`src/rtl/r0smap_pkg.sv`:
```
// Package for the RAID-0 read segment mapper.
// Holds widths, the disk count, register indexes, microcode types and the ROM.
// No dependencies.
package r0smap_pkg;

  localparam int DISKS   = 2;
  localparam int DISK_W  = 3;
  localparam int VOL_W   = 48;
  localparam int LEN_W   = 21;
  localparam int OFF_W   = 49;
  localparam int SHIFT_W = 5;
  localparam int IMG_W   = 32;
  localparam int INS_W   = 26;
  localparam int SSIZE_W = 27;
  localparam int ADD_W   = 33;
  localparam int STEP_W  = 2;

  localparam int DIG_W     = 4;
  localparam int DIGS_CYC  = 4;
  localparam int CHUNK_W   = DIG_W * DIGS_CYC;
  localparam int DIV_CYC   = VOL_W / CHUNK_W;
  localparam int DIVCNT_W  = 2;

  localparam logic [SHIFT_W-1:0] SHIFT_MIN   = 5'd15;
  localparam logic [SHIFT_W-1:0] SHIFT_MAX   = 5'd26;
  localparam logic [SHIFT_W-1:0] SHIFT_RESET = 5'd22;
  localparam logic [IMG_W-1:0]   IMG_RESET   = 32'(4 << 20);
  localparam logic [LEN_W-1:0]   LEN_MAX     = 21'd1048576;

  localparam logic [0:0] REG_STRIPE_SHIFT = 1'b0;
  localparam logic [0:0] REG_IMAGE_OFFSET = 1'b1;

  typedef enum logic [1:0] {OP_ACCEPT, OP_DIV, OP_SETUP, OP_EMIT} op_t;
  typedef enum logic [1:0] {JC_NONE, JC_NO_BEAT, JC_DIV_MORE, JC_SEG_MORE} jc_t;

  typedef struct packed {
    op_t              op;
    jc_t              jc;
    logic [STEP_W-1:0] target;
  } uword_t;

  typedef struct packed {
    logic [DIG_W-1:0]  q;
    logic [DISK_W-1:0] r;
  } qdig_t;

  localparam logic [STEP_W-1:0] ST_ACCEPT = 2'd0;
  localparam logic [STEP_W-1:0] ST_DIV    = 2'd1;
  localparam logic [STEP_W-1:0] ST_SETUP  = 2'd2;
  localparam logic [STEP_W-1:0] ST_EMIT   = 2'd3;

  function automatic uword_t ucode_rom(input logic [STEP_W-1:0] step);
    uword_t w;
    case (step)
      ST_ACCEPT: w = '{op: OP_ACCEPT, jc: JC_NO_BEAT,  target: ST_ACCEPT};
      ST_DIV:    w = '{op: OP_DIV,    jc: JC_DIV_MORE, target: ST_DIV};
      ST_SETUP:  w = '{op: OP_SETUP,  jc: JC_NONE,     target: ST_EMIT};
      ST_EMIT:   w = '{op: OP_EMIT,   jc: JC_SEG_MORE, target: ST_EMIT};
      default:   w = '{op: OP_ACCEPT, jc: JC_NONE,     target: ST_ACCEPT};
    endcase
    return w;
  endfunction

  // one quotient digit of a division by DISKS, remainder carried in
  function automatic qdig_t div_digit(input logic [DISK_W-1:0] r,
                                      input logic [DIG_W-1:0] d);
    qdig_t res;
    int    v;
    v     = int'({r, d});
    res.q = DIG_W'(v / DISKS);
    res.r = DISK_W'(v % DISKS);
    return res;
  endfunction

endpackage

```
`src/rtl/raid0_read_segment_mapper_core.sv`:
```
// Top level of the RAID-0 read segment mapper: microcoded sequencer and datapath.
// Depends on r0smap_pkg.
//
// A read request (volume byte offset, length) is split into per-disk segments, one
// output beat each, the last flagged by out_last_segment. A request of N segments
// (1 to 33) passes one accept step, three steps that form stripe / DISKS four
// quotient digits at a time, one setup step, then the emit step, which sends one
// segment per cycle while the output is taken. The output register holds one
// beat, so the next request is accepted while the final segment still waits. The
// disk count is the package constant DISKS. Stripe shift is sampled on accept, the
// image offset in setup and emit; configuration writes belong in idle periods only.
module raid0_read_segment_mapper_core (
  input  logic                                clk,
  input  logic                                rst_n,
  input  logic                                in_valid,
  output logic                                in_ready,
  input  logic [r0smap_pkg::VOL_W-1:0]        in_volume_offset,
  input  logic [r0smap_pkg::LEN_W-1:0]        in_request_length,
  output logic                                out_valid,
  input  logic                                out_ready,
  output logic [r0smap_pkg::DISK_W-1:0]       out_disk_select,
  output logic [r0smap_pkg::OFF_W-1:0]        out_disk_byte_offset,
  output logic [r0smap_pkg::LEN_W-1:0]        out_segment_length,
  output logic [r0smap_pkg::LEN_W-1:0]        out_buffer_offset,
  output logic [r0smap_pkg::LEN_W-1:0]        out_bytes_total,
  output logic                                out_last_segment,
  input  logic                                cfg_valid,
  output logic                                cfg_ready,
  input  logic [0:0]                          cfg_index,
  input  logic [r0smap_pkg::IMG_W-1:0]        cfg_data
);

  logic [r0smap_pkg::SHIFT_W-1:0]  cfg_shift_r;
  logic [r0smap_pkg::IMG_W-1:0]    cfg_img_r;

  logic [r0smap_pkg::STEP_W-1:0]   step_r, step_nxt;
  logic [r0smap_pkg::DIVCNT_W-1:0] divcnt_r, divcnt_nxt;
  logic [r0smap_pkg::SHIFT_W-1:0]  shift_r, shift_nxt;
  logic [r0smap_pkg::VOL_W-1:0]    stripe_r, stripe_nxt;
  logic [r0smap_pkg::VOL_W-1:0]    divq_r, divq_nxt;
  logic [r0smap_pkg::DISK_W-1:0]   rmd_r, rmd_nxt;
  logic [r0smap_pkg::INS_W-1:0]    ins_r, ins_nxt;
  logic [r0smap_pkg::LEN_W-1:0]    rem_r, rem_nxt;
  logic [r0smap_pkg::LEN_W-1:0]    done_r, done_nxt;
  logic [r0smap_pkg::DISK_W-1:0]   disk_r, disk_nxt;
  logic [r0smap_pkg::VOL_W-1:0]    rowb_r, rowb_nxt;
  logic [r0smap_pkg::ADD_W-1:0]    addend_r, addend_nxt;
  logic [r0smap_pkg::SSIZE_W-1:0]  room_r, room_nxt;

  logic                            out_valid_r, out_valid_nxt;
  logic [r0smap_pkg::DISK_W-1:0]   o_disk_r, o_disk_nxt;
  logic [r0smap_pkg::OFF_W-1:0]    o_off_r, o_off_nxt;
  logic [r0smap_pkg::LEN_W-1:0]    o_seg_r, o_seg_nxt;
  logic [r0smap_pkg::LEN_W-1:0]    o_buf_r, o_buf_nxt;
  logic [r0smap_pkg::LEN_W-1:0]    o_tot_r, o_tot_nxt;
  logic                            o_last_r, o_last_nxt;

  r0smap_pkg::uword_t              uw;
  logic                            in_beat;
  logic                            emit_go;
  logic                            seg_last;
  logic                            jump;
  logic [r0smap_pkg::SHIFT_W-1:0]  eff_shift;
  logic [r0smap_pkg::SSIZE_W-1:0]  ssize;
  logic [r0smap_pkg::VOL_W-1:0]    smask;
  logic [r0smap_pkg::LEN_W-1:0]    seg;
  logic [r0smap_pkg::VOL_W-1:0]    stripe_inc;
  logic [r0smap_pkg::CHUNK_W-1:0]  chunk_q;
  logic [r0smap_pkg::DISK_W-1:0]   chunk_r;
  r0smap_pkg::qdig_t               dig;

  assign uw        = r0smap_pkg::ucode_rom(step_r);
  assign in_ready  = (uw.op == r0smap_pkg::OP_ACCEPT);
  assign in_beat   = in_valid && in_ready;
  assign cfg_ready = 1'b1;
  assign emit_go   = (uw.op == r0smap_pkg::OP_EMIT) && (!out_valid_r || out_ready);
  assign ssize     = r0smap_pkg::SSIZE_W'(1) << shift_r;
  assign smask     = {r0smap_pkg::VOL_W{1'b1}} >> shift_r;
  assign seg       = ({6'd0, rem_r} > room_r) ? r0smap_pkg::LEN_W'(room_r) : rem_r;
  assign seg_last  = (rem_r == seg);
  assign stripe_inc = (stripe_r + r0smap_pkg::VOL_W'(1)) & smask;

  always_comb begin
    if (cfg_shift_r < r0smap_pkg::SHIFT_MIN) begin
      eff_shift = r0smap_pkg::SHIFT_MIN;
    end else if (cfg_shift_r > r0smap_pkg::SHIFT_MAX) begin
      eff_shift = r0smap_pkg::SHIFT_MAX;
    end else begin
      eff_shift = cfg_shift_r;
    end
  end

  // four dependent quotient digits of the top chunk
  always_comb begin
    chunk_r = rmd_r;
    chunk_q = '0;
    dig     = '0;
    for (int j = 0; j < r0smap_pkg::DIGS_CYC; j++) begin
      dig = r0smap_pkg::div_digit(chunk_r,
              divq_r[r0smap_pkg::VOL_W-1-j*r0smap_pkg::DIG_W -: r0smap_pkg::DIG_W]);
      chunk_q[r0smap_pkg::CHUNK_W-1-j*r0smap_pkg::DIG_W -: r0smap_pkg::DIG_W] = dig.q;
      chunk_r = dig.r;
    end
  end

  always_comb begin
    case (uw.jc)
      r0smap_pkg::JC_NO_BEAT:  jump = !in_beat;
      r0smap_pkg::JC_DIV_MORE: jump = (divcnt_r != r0smap_pkg::DIVCNT_W'(r0smap_pkg::DIV_CYC - 1));
      r0smap_pkg::JC_SEG_MORE: jump = !(emit_go && seg_last);
      default:                 jump = 1'b0;
    endcase
    step_nxt = jump ? uw.target : step_r + r0smap_pkg::STEP_W'(1);
  end

  always_comb begin
    divcnt_nxt    = divcnt_r;
    shift_nxt     = shift_r;
    stripe_nxt    = stripe_r;
    divq_nxt      = divq_r;
    rmd_nxt       = rmd_r;
    ins_nxt       = ins_r;
    rem_nxt       = rem_r;
    done_nxt      = done_r;
    disk_nxt      = disk_r;
    rowb_nxt      = rowb_r;
    addend_nxt    = addend_r;
    room_nxt      = room_r;
    out_valid_nxt = out_valid_r && !out_ready;
    o_disk_nxt    = o_disk_r;
    o_off_nxt     = o_off_r;
    o_seg_nxt     = o_seg_r;
    o_buf_nxt     = o_buf_r;
    o_tot_nxt     = o_tot_r;
    o_last_nxt    = o_last_r;
    case (uw.op)
      r0smap_pkg::OP_ACCEPT: begin
        if (in_beat) begin
          shift_nxt  = eff_shift;
          stripe_nxt = in_volume_offset >> eff_shift;
          divq_nxt   = in_volume_offset >> eff_shift;
          rmd_nxt    = '0;
          divcnt_nxt = '0;
          ins_nxt    = r0smap_pkg::INS_W'(in_volume_offset &
                         ((r0smap_pkg::VOL_W'(1) << eff_shift) - r0smap_pkg::VOL_W'(1)));
          rem_nxt    = (in_request_length > r0smap_pkg::LEN_MAX) ?
                         r0smap_pkg::LEN_MAX : in_request_length;
          done_nxt   = '0;
        end
      end
      r0smap_pkg::OP_DIV: begin
        divq_nxt   = {divq_r[r0smap_pkg::VOL_W-r0smap_pkg::CHUNK_W-1:0], chunk_q};
        rmd_nxt    = chunk_r;
        divcnt_nxt = divcnt_r + r0smap_pkg::DIVCNT_W'(1);
      end
      r0smap_pkg::OP_SETUP: begin
        disk_nxt   = rmd_r;
        rowb_nxt   = divq_r << shift_r;
        addend_nxt = r0smap_pkg::ADD_W'(cfg_img_r) + r0smap_pkg::ADD_W'(ins_r);
        room_nxt   = ssize - r0smap_pkg::SSIZE_W'(ins_r);
      end
      r0smap_pkg::OP_EMIT: begin
        if (emit_go) begin
          out_valid_nxt = 1'b1;
          o_disk_nxt    = disk_r;
          o_off_nxt     = r0smap_pkg::OFF_W'(rowb_r) + r0smap_pkg::OFF_W'(addend_r);
          o_seg_nxt     = seg;
          o_buf_nxt     = done_r;
          o_tot_nxt     = done_r + seg;
          o_last_nxt    = seg_last;
          rem_nxt       = rem_r - seg;
          done_nxt      = done_r + seg;
          addend_nxt    = r0smap_pkg::ADD_W'(cfg_img_r);
          room_nxt      = ssize;
          stripe_nxt    = stripe_inc;
          // wrap at the volume end restarts at disk zero, row zero
          if (stripe_inc == '0) begin
            disk_nxt = '0;
            rowb_nxt = '0;
          end else if (disk_r == r0smap_pkg::DISK_W'(r0smap_pkg::DISKS - 1)) begin
            disk_nxt = '0;
            rowb_nxt = rowb_r + r0smap_pkg::VOL_W'(ssize);
          end else begin
            disk_nxt = disk_r + r0smap_pkg::DISK_W'(1);
          end
        end
      end
      default: begin
        out_valid_nxt = out_valid_r && !out_ready;
      end
    endcase
  end

  always_ff @(posedge clk) begin
    if (!rst_n) begin
      step_r      <= r0smap_pkg::ST_ACCEPT;
      out_valid_r <= 1'b0;
      cfg_shift_r <= r0smap_pkg::SHIFT_RESET;
      cfg_img_r   <= r0smap_pkg::IMG_RESET;
    end else begin
      step_r      <= step_nxt;
      out_valid_r <= out_valid_nxt;
      if (cfg_valid && cfg_ready) begin
        case (cfg_index)
          r0smap_pkg::REG_STRIPE_SHIFT: cfg_shift_r <= cfg_data[r0smap_pkg::SHIFT_W-1:0];
          r0smap_pkg::REG_IMAGE_OFFSET: cfg_img_r   <= cfg_data;
          default:                      cfg_img_r   <= cfg_img_r;
        endcase
      end
    end
  end

  always_ff @(posedge clk) begin
    divcnt_r <= divcnt_nxt;
    shift_r  <= shift_nxt;
    stripe_r <= stripe_nxt;
    divq_r   <= divq_nxt;
    rmd_r    <= rmd_nxt;
    ins_r    <= ins_nxt;
    rem_r    <= rem_nxt;
    done_r   <= done_nxt;
    disk_r   <= disk_nxt;
    rowb_r   <= rowb_nxt;
    addend_r <= addend_nxt;
    room_r   <= room_nxt;
    o_disk_r <= o_disk_nxt;
    o_off_r  <= o_off_nxt;
    o_seg_r  <= o_seg_nxt;
    o_buf_r  <= o_buf_nxt;
    o_tot_r  <= o_tot_nxt;
    o_last_r <= o_last_nxt;
  end

  assign out_valid            = out_valid_r;
  assign out_disk_select      = o_disk_r;
  assign out_disk_byte_offset = o_off_r;
  assign out_segment_length   = o_seg_r;
  assign out_buffer_offset    = o_buf_r;
  assign out_bytes_total      = o_tot_r;
  assign out_last_segment     = o_last_r;

`ifndef ASSERT_OFF
  a_last_drains: assert property (@(posedge clk) disable iff (!rst_n)
    (emit_go && seg_last) |=> (rem_r == '0))
    else $error("last segment left bytes owed");

  a_disk_range: assert property (@(posedge clk) disable iff (!rst_n)
    (uw.op == r0smap_pkg::OP_EMIT) |-> (disk_r < r0smap_pkg::DISK_W'(r0smap_pkg::DISKS)))
    else $error("disk index out of range");

  a_total_sum: assert property (@(posedge clk) disable iff (!rst_n)
    out_valid_r |-> (o_tot_r == o_buf_r + o_seg_r))
    else $error("bytes total does not match buffer offset plus length");

  a_seg_max: assert property (@(posedge clk) disable iff (!rst_n)
    out_valid_r |-> (o_seg_r <= r0smap_pkg::LEN_MAX))
    else $error("segment longer than the request limit");
`endif

endmodule

```
`config.mk`:
```
export PLATFORM = sky130hd
export DESIGN_NAME = raid0_read_segment_mapper_core
export DESIGN_NICKNAME = d
export VERILOG_FILES = /design/src/rtl/r0smap_pkg.sv /design/src/rtl/raid0_read_segment_mapper_core.sv
export SDC_FILE = /design/constraint.sdc
export NUM_CORES = 1
export LEC_CHECK = 0
export BUFFER_PORTS_ARGS = -buffer_cell sky130_fd_sc_hd__buf_2
export CAP_MARGIN = 20
export CELL_PAD_IN_SITES_DETAIL_PLACEMENT = 1
export CELL_PAD_IN_SITES_GLOBAL_PLACEMENT = 1
export CORE_MARGIN = 10
export CORE_UTILIZATION = 24
export DETAILED_ROUTE_END_ITERATION = 6
export PLACE_DENSITY_LB_ADDON = 0.1
export SLEW_MARGIN = 30
export SYNTH_ARGS = -nofsm -noshare
export SYNTH_HDL_FRONTEND = slang
export SYNTH_SLANG_ARGS = --single-unit
```
`constraint.sdc`:
```
create_clock -name clk -period 11.8 [get_ports clk]
set_input_delay 0.59 -clock clk [delete_from_list [all_inputs] [get_ports clk]]
set_output_delay 0.59 -clock clk [all_outputs]
set_load 0.005 [all_outputs]
```
==> key figures <==
Clock network
  • Clock latency reported for the late side of the worst-skew pair: 670 ps
  • Post-CTS Resized: 0
  • # clock sinks: 439
  • Hold buffers post-CTS: 0
  • Clock tree from TritonCTS: yes
  • Number of clock buffers inserted by TritonCTS: 59
  • Clock slew seen by the registers of the worst setup and hold paths: 60 ps
  • Clock Tree Root: sky130_fd_sc_hd__clkbuf_16
  • Largest buffer count on any clock path: 3
  • Number of buffers added for setup after CTS: 0
  • H-tree depth: 2

Die
  • Starting Density: 24.3%
  • Count of pins on the block boundary: 226
  • Die Ht: 382 um
  • Core area: 0.130 mm^2
  • Number of placement rows: 132
  • Floorplan die width: 382 um
  • Die outline area: 0.146 mm^2

Status
  • Status: complete, no violations

Route
  • Post-detailed-route DRC marker count: 0
  • Vias per Instance: 4.95
  • Total number of vias: 26000
  • First-pass DRT Iterations: 6
  • Post-detailed-route wirelength per cell: 24.2 um
  • First-iteration detailed-routing DRC count: 1428
  • Wirelength, routed: 127 mm
  • Number of nets with antenna violations after detailed routing: 0

STA
  • Final critical-path required period: 5550 ps
  • Setup Skew: 31.9 ps
  • Number of max-slew violations in the final report: 0
  • Transition at the pin with the smallest max-transition slack: 974 ps
  • Highest clock rate: 180 MHz
  • Period utilisation layout: 47.0%
  • Final total negative setup slack: 0 ps
  • Slew HR: 34.4%
  • Number of failing hold endpoints at the final stage: 0
  • RSZ-0062 raised after global routing: no
  • Final setup vio count: 0

Place
  • Number of placed instances with taps included: 5144
  • HPWL reported at the end of detailed placement: 99.9 mm
  • RD Place Congestion: 0.823
  • Total of buffers placed on input and output ports: 224

Cells and area
  • Fraction of final layout cells sized beyond drive strength 1: 14.2%
  • Post-layout instance count excluding filler cells: 5255
  • Top library cells by usage in the layout, fill and taps aside: sky130_fd_sc_hd__nand2_1, sky130_fd_sc_hd__edfxtp_1, sky130_fd_sc_hd__nor2_1
  • # nets final: 3762
  • Most frequent standard cell in the layout excluding fill and tap cells: sky130_fd_sc_hd__nand2_1
  • Layout-stage area growth over the synthesis result: 16.2%

Power
  • Cell Pwr Density: 220 mW/mm^2
  • Relative contribution of the clock network to total power: 24.0%
  • Net Switching: 0.00328 W
  • Sequential fraction of design power: 33.9%
  • Worst ir drop on vdd: 127 uV
  • Static power due to leakage: 14.2 nW
  • Portion of total power attributed to combinational logic: 42.1%
  • Internal power of the cells: 0.00477 W
  • Fraction of power spent switching nets: 40.8%

GRT
  • Number of antenna violations at the first check in global routing: 4
  • Met1 layer usage reported by global route: 22.4%
  • Met3 demand-to-capacity share in global routing: 2.24%
  • Busiest metal layer after global routing: met2
  • Number of global-route vias before repair: 27100
  • GRT Total Usage: 16.8%
  • Overall overflow remaining after global route: 0
  • Largest net degree at the start of global routing: 68
  • Met2 usage in global routing: 28.1%
  • First-pass GRT wire length: 187 mm

Critical path
  • Kind of end point of the critical path: flop
  • Startpoint type of the worst setup path: flop
  • Worst-path maximum fanout: 41
  • Endpoint arrival time on the critical path: 5890 ps
  • Endpoint required time on the critical path: 12140 ps
  • Class of the most critical setup path: reg -> reg
  • Setup slack, reg-to-reg: 6250 ps

Logic synthesis
  • Unique masters post-synth: 87
  • Sequential share of the synthesized area: 40.5%
  • Post-synth EDFFs: 399
  • Proportion of synthesized flip-flops having asynchronous set or reset: 0%
  • Number of warnings reported in the yosys synthesis log: 0
  • Largest cells by area after synthesis: sky130_fd_sc_hd__edfxtp_1, sky130_fd_sc_hd__ha_1, sky130_fd_sc_hd__nand2_1
  • Cell area after technology mapping: 0.0315 mm^2
  • Yosys top cell area share: 38.0%
  • Cell count after synthesis: 3309
  • Most area-hungry cell type in the Yosys netlist: sky130_fd_sc_hd__edfxtp_1
  • Flip-flop and latch count after synthesis: 439
  • Synthesized area per cell: 9.53 um^2
  • Most instantiated flip-flop cell in the synthesis netlist: sky130_fd_sc_hd__edfxtp_1

Hold path
  • Min-Delay Path Class: in -> reg

Flow run
  • Max capacitance violation total: 0
-- registers in the layout (all words and copies together) (netlist names), 26 cells and up --
name and cells:
addend_r 33, cfg_img_r 32, stripe_r 48, rowb_r 48, out_disk_byte_offset 49, ins_r 26, room_r 27, divq_r 48
-- area by class of cell --
type	instances	area, um^2
sequential	439	12800
inverter	139	523
fill	15000	93400
multi-input combinational	2562	17700
antenna	1	2.50
timing repair buffer	262	1410
tap	1742	2180
clock buffer	78	1620
clock inverter	32	439
-- per-layer routing --
layer	wire length, um	part of all wire (%)	vias to the layer above
li1	-	-	12600
met1	60100	47	12900
met2	59800	47	405
met3	4110	3.2	121
met4	3300	2.6	2
met5	7	0.0055	-
-- metrics by stage --
| stage | instance area, um^2 | util, % | hold WS [ps] | setup WS (ps) | total power [W] |
|---|---|---|---|---|---|
| after floorplan | 31500 | - | 433 | 5210 | 0.00488 |
| after global placement | 34500 | 26.6 | 452 | 6190 | 0.00620 |
| after detailed placement | 34500 | 26.6 | 462 | 6250 | 0.00620 |
| after CTS | 36600 | 28.2 | 65.9 | 6190 | 0.00818 |
| after global routing | 36600 | 28.2 | 81.0 | 5680 | 0.00860 |
| final | 36600 | 28.2 | 120 | 6250 | 0.00805 |
-- synth_stat cells (7+ instances only) --
cell	n
sky130_fd_sc_hd__nand4_1	44
sky130_fd_sc_hd__a31oi_1	21
sky130_fd_sc_hd__a311oi_1	7
sky130_fd_sc_hd__ha_1	186
sky130_fd_sc_hd__o21ai_0	210
sky130_fd_sc_hd__o31ai_1	26
sky130_fd_sc_hd__xnor2_1	104
sky130_fd_sc_hd__clkbuf_1	133
sky130_fd_sc_hd__edfxtp_1	399
sky130_fd_sc_hd__a211o_1	10
sky130_fd_sc_hd__and2_1	67
sky130_fd_sc_hd__and3_1	32
sky130_fd_sc_hd__inv_1	135
sky130_fd_sc_hd__nor2_1	244
sky130_fd_sc_hd__o22ai_1	26
sky130_fd_sc_hd__and4_1	15
sky130_fd_sc_hd__o21a_1	35
sky130_fd_sc_hd__buf_2	16
sky130_fd_sc_hd__xor2_1	76
sky130_fd_sc_hd__o31a_1	15
sky130_fd_sc_hd__o211a_1	9
sky130_fd_sc_hd__nand3_1	75
sky130_fd_sc_hd__o21bai_1	13
sky130_fd_sc_hd__a2111oi_0	9
sky130_fd_sc_hd__o211ai_1	24
sky130_fd_sc_hd__mux2_2	74
sky130_fd_sc_hd__nor4_1	27
sky130_fd_sc_hd__a21oi_1	190
sky130_fd_sc_hd__nand2_1	402
sky130_fd_sc_hd__a211oi_1	46
sky130_fd_sc_hd__buf_1	21
sky130_fd_sc_hd__mux4_2	25
sky130_fd_sc_hd__or3_1	20
sky130_fd_sc_hd__a21o_1	79
sky130_fd_sc_hd__a21boi_0	41
sky130_fd_sc_hd__dfxtp_1	40
sky130_fd_sc_hd__nor3_1	62
sky130_fd_sc_hd__or2_2	11
sky130_fd_sc_hd__nand2b_1	35
sky130_fd_sc_hd__nor2b_1	34
sky130_fd_sc_hd__mux2i_1	141
sky130_fd_sc_hd__o32ai_1	12
-- logic make-up after synthesis --
family                     count (synthesis)  share of synthesized area [%]
AOI/OAI and AO/OA                        842                           17.3
muxes                                    241                           8.94
buffers and inverters                    310                           3.77
other                                      1                         0.0119
adders and majority gates                192                           7.76
and+or+nand+nor                         1104                           16.7
DFF                                      439                           40.5
xor gates and xnor gates                 180                           5.00
-- power groups by stage --
| stage | Sequential [W] | Clock, W | Combinational, W |
|---|---|---|---|
| global placement | 0.00276 | 0 | 0.00344 |
| detailed placement | 0.00277 | 0 | 0.00343 |
| CTS | 0.00274 | 0.00199 | 0.00345 |
| global route | 0.00278 | 0.00205 | 0.00378 |
| floorplan | 0.00255 | 0 | 0.00233 |
| finish | 0.00273 | 0.00193 | 0.00339 |
-- worst paths after layout --
| kind | start | to | cells after the start |
|---|---|---|---|
| max | rem_r[5] | rem_r[19] | 20 |
| min | in_volume_offset[3] | ins_r[3] | 1 |
| max reg2reg | rem_r[5] | rem_r[19] | 20 |
| min reg2reg | done_r[12] | out_buffer_offset[12] | 0 |
-- critical path, cell delays in order (launching register included) --
cell and delay [ps]:
sky130_fd_sc_hd__edfxtp_1 450, sky130_fd_sc_hd__ha_1 340, sky130_fd_sc_hd__nand4_1 150, sky130_fd_sc_hd__nor3_1 90, sky130_fd_sc_hd__a2111oi_0 690, sky130_fd_sc_hd__and2_1 240, sky130_fd_sc_hd__a22oi_2 50, sky130_fd_sc_hd__buf_4 300
sky130_fd_sc_hd__nor2_1 140, sky130_fd_sc_hd__a21o_1 190, sky130_fd_sc_hd__inv_1 60, sky130_fd_sc_hd__ha_1 360, sky130_fd_sc_hd__nand3_1 190, sky130_fd_sc_hd__o21bai_1 220, sky130_fd_sc_hd__a21boi_0 370, sky130_fd_sc_hd__o21ai_0 250
sky130_fd_sc_hd__a31oi_1 280, sky130_fd_sc_hd__a21oi_1 150, sky130_fd_sc_hd__o21ai_0 350, sky130_fd_sc_hd__mux2i_1 220, sky130_fd_sc_hd__o21ai_0 120
(Power assumes the default switching activity.)
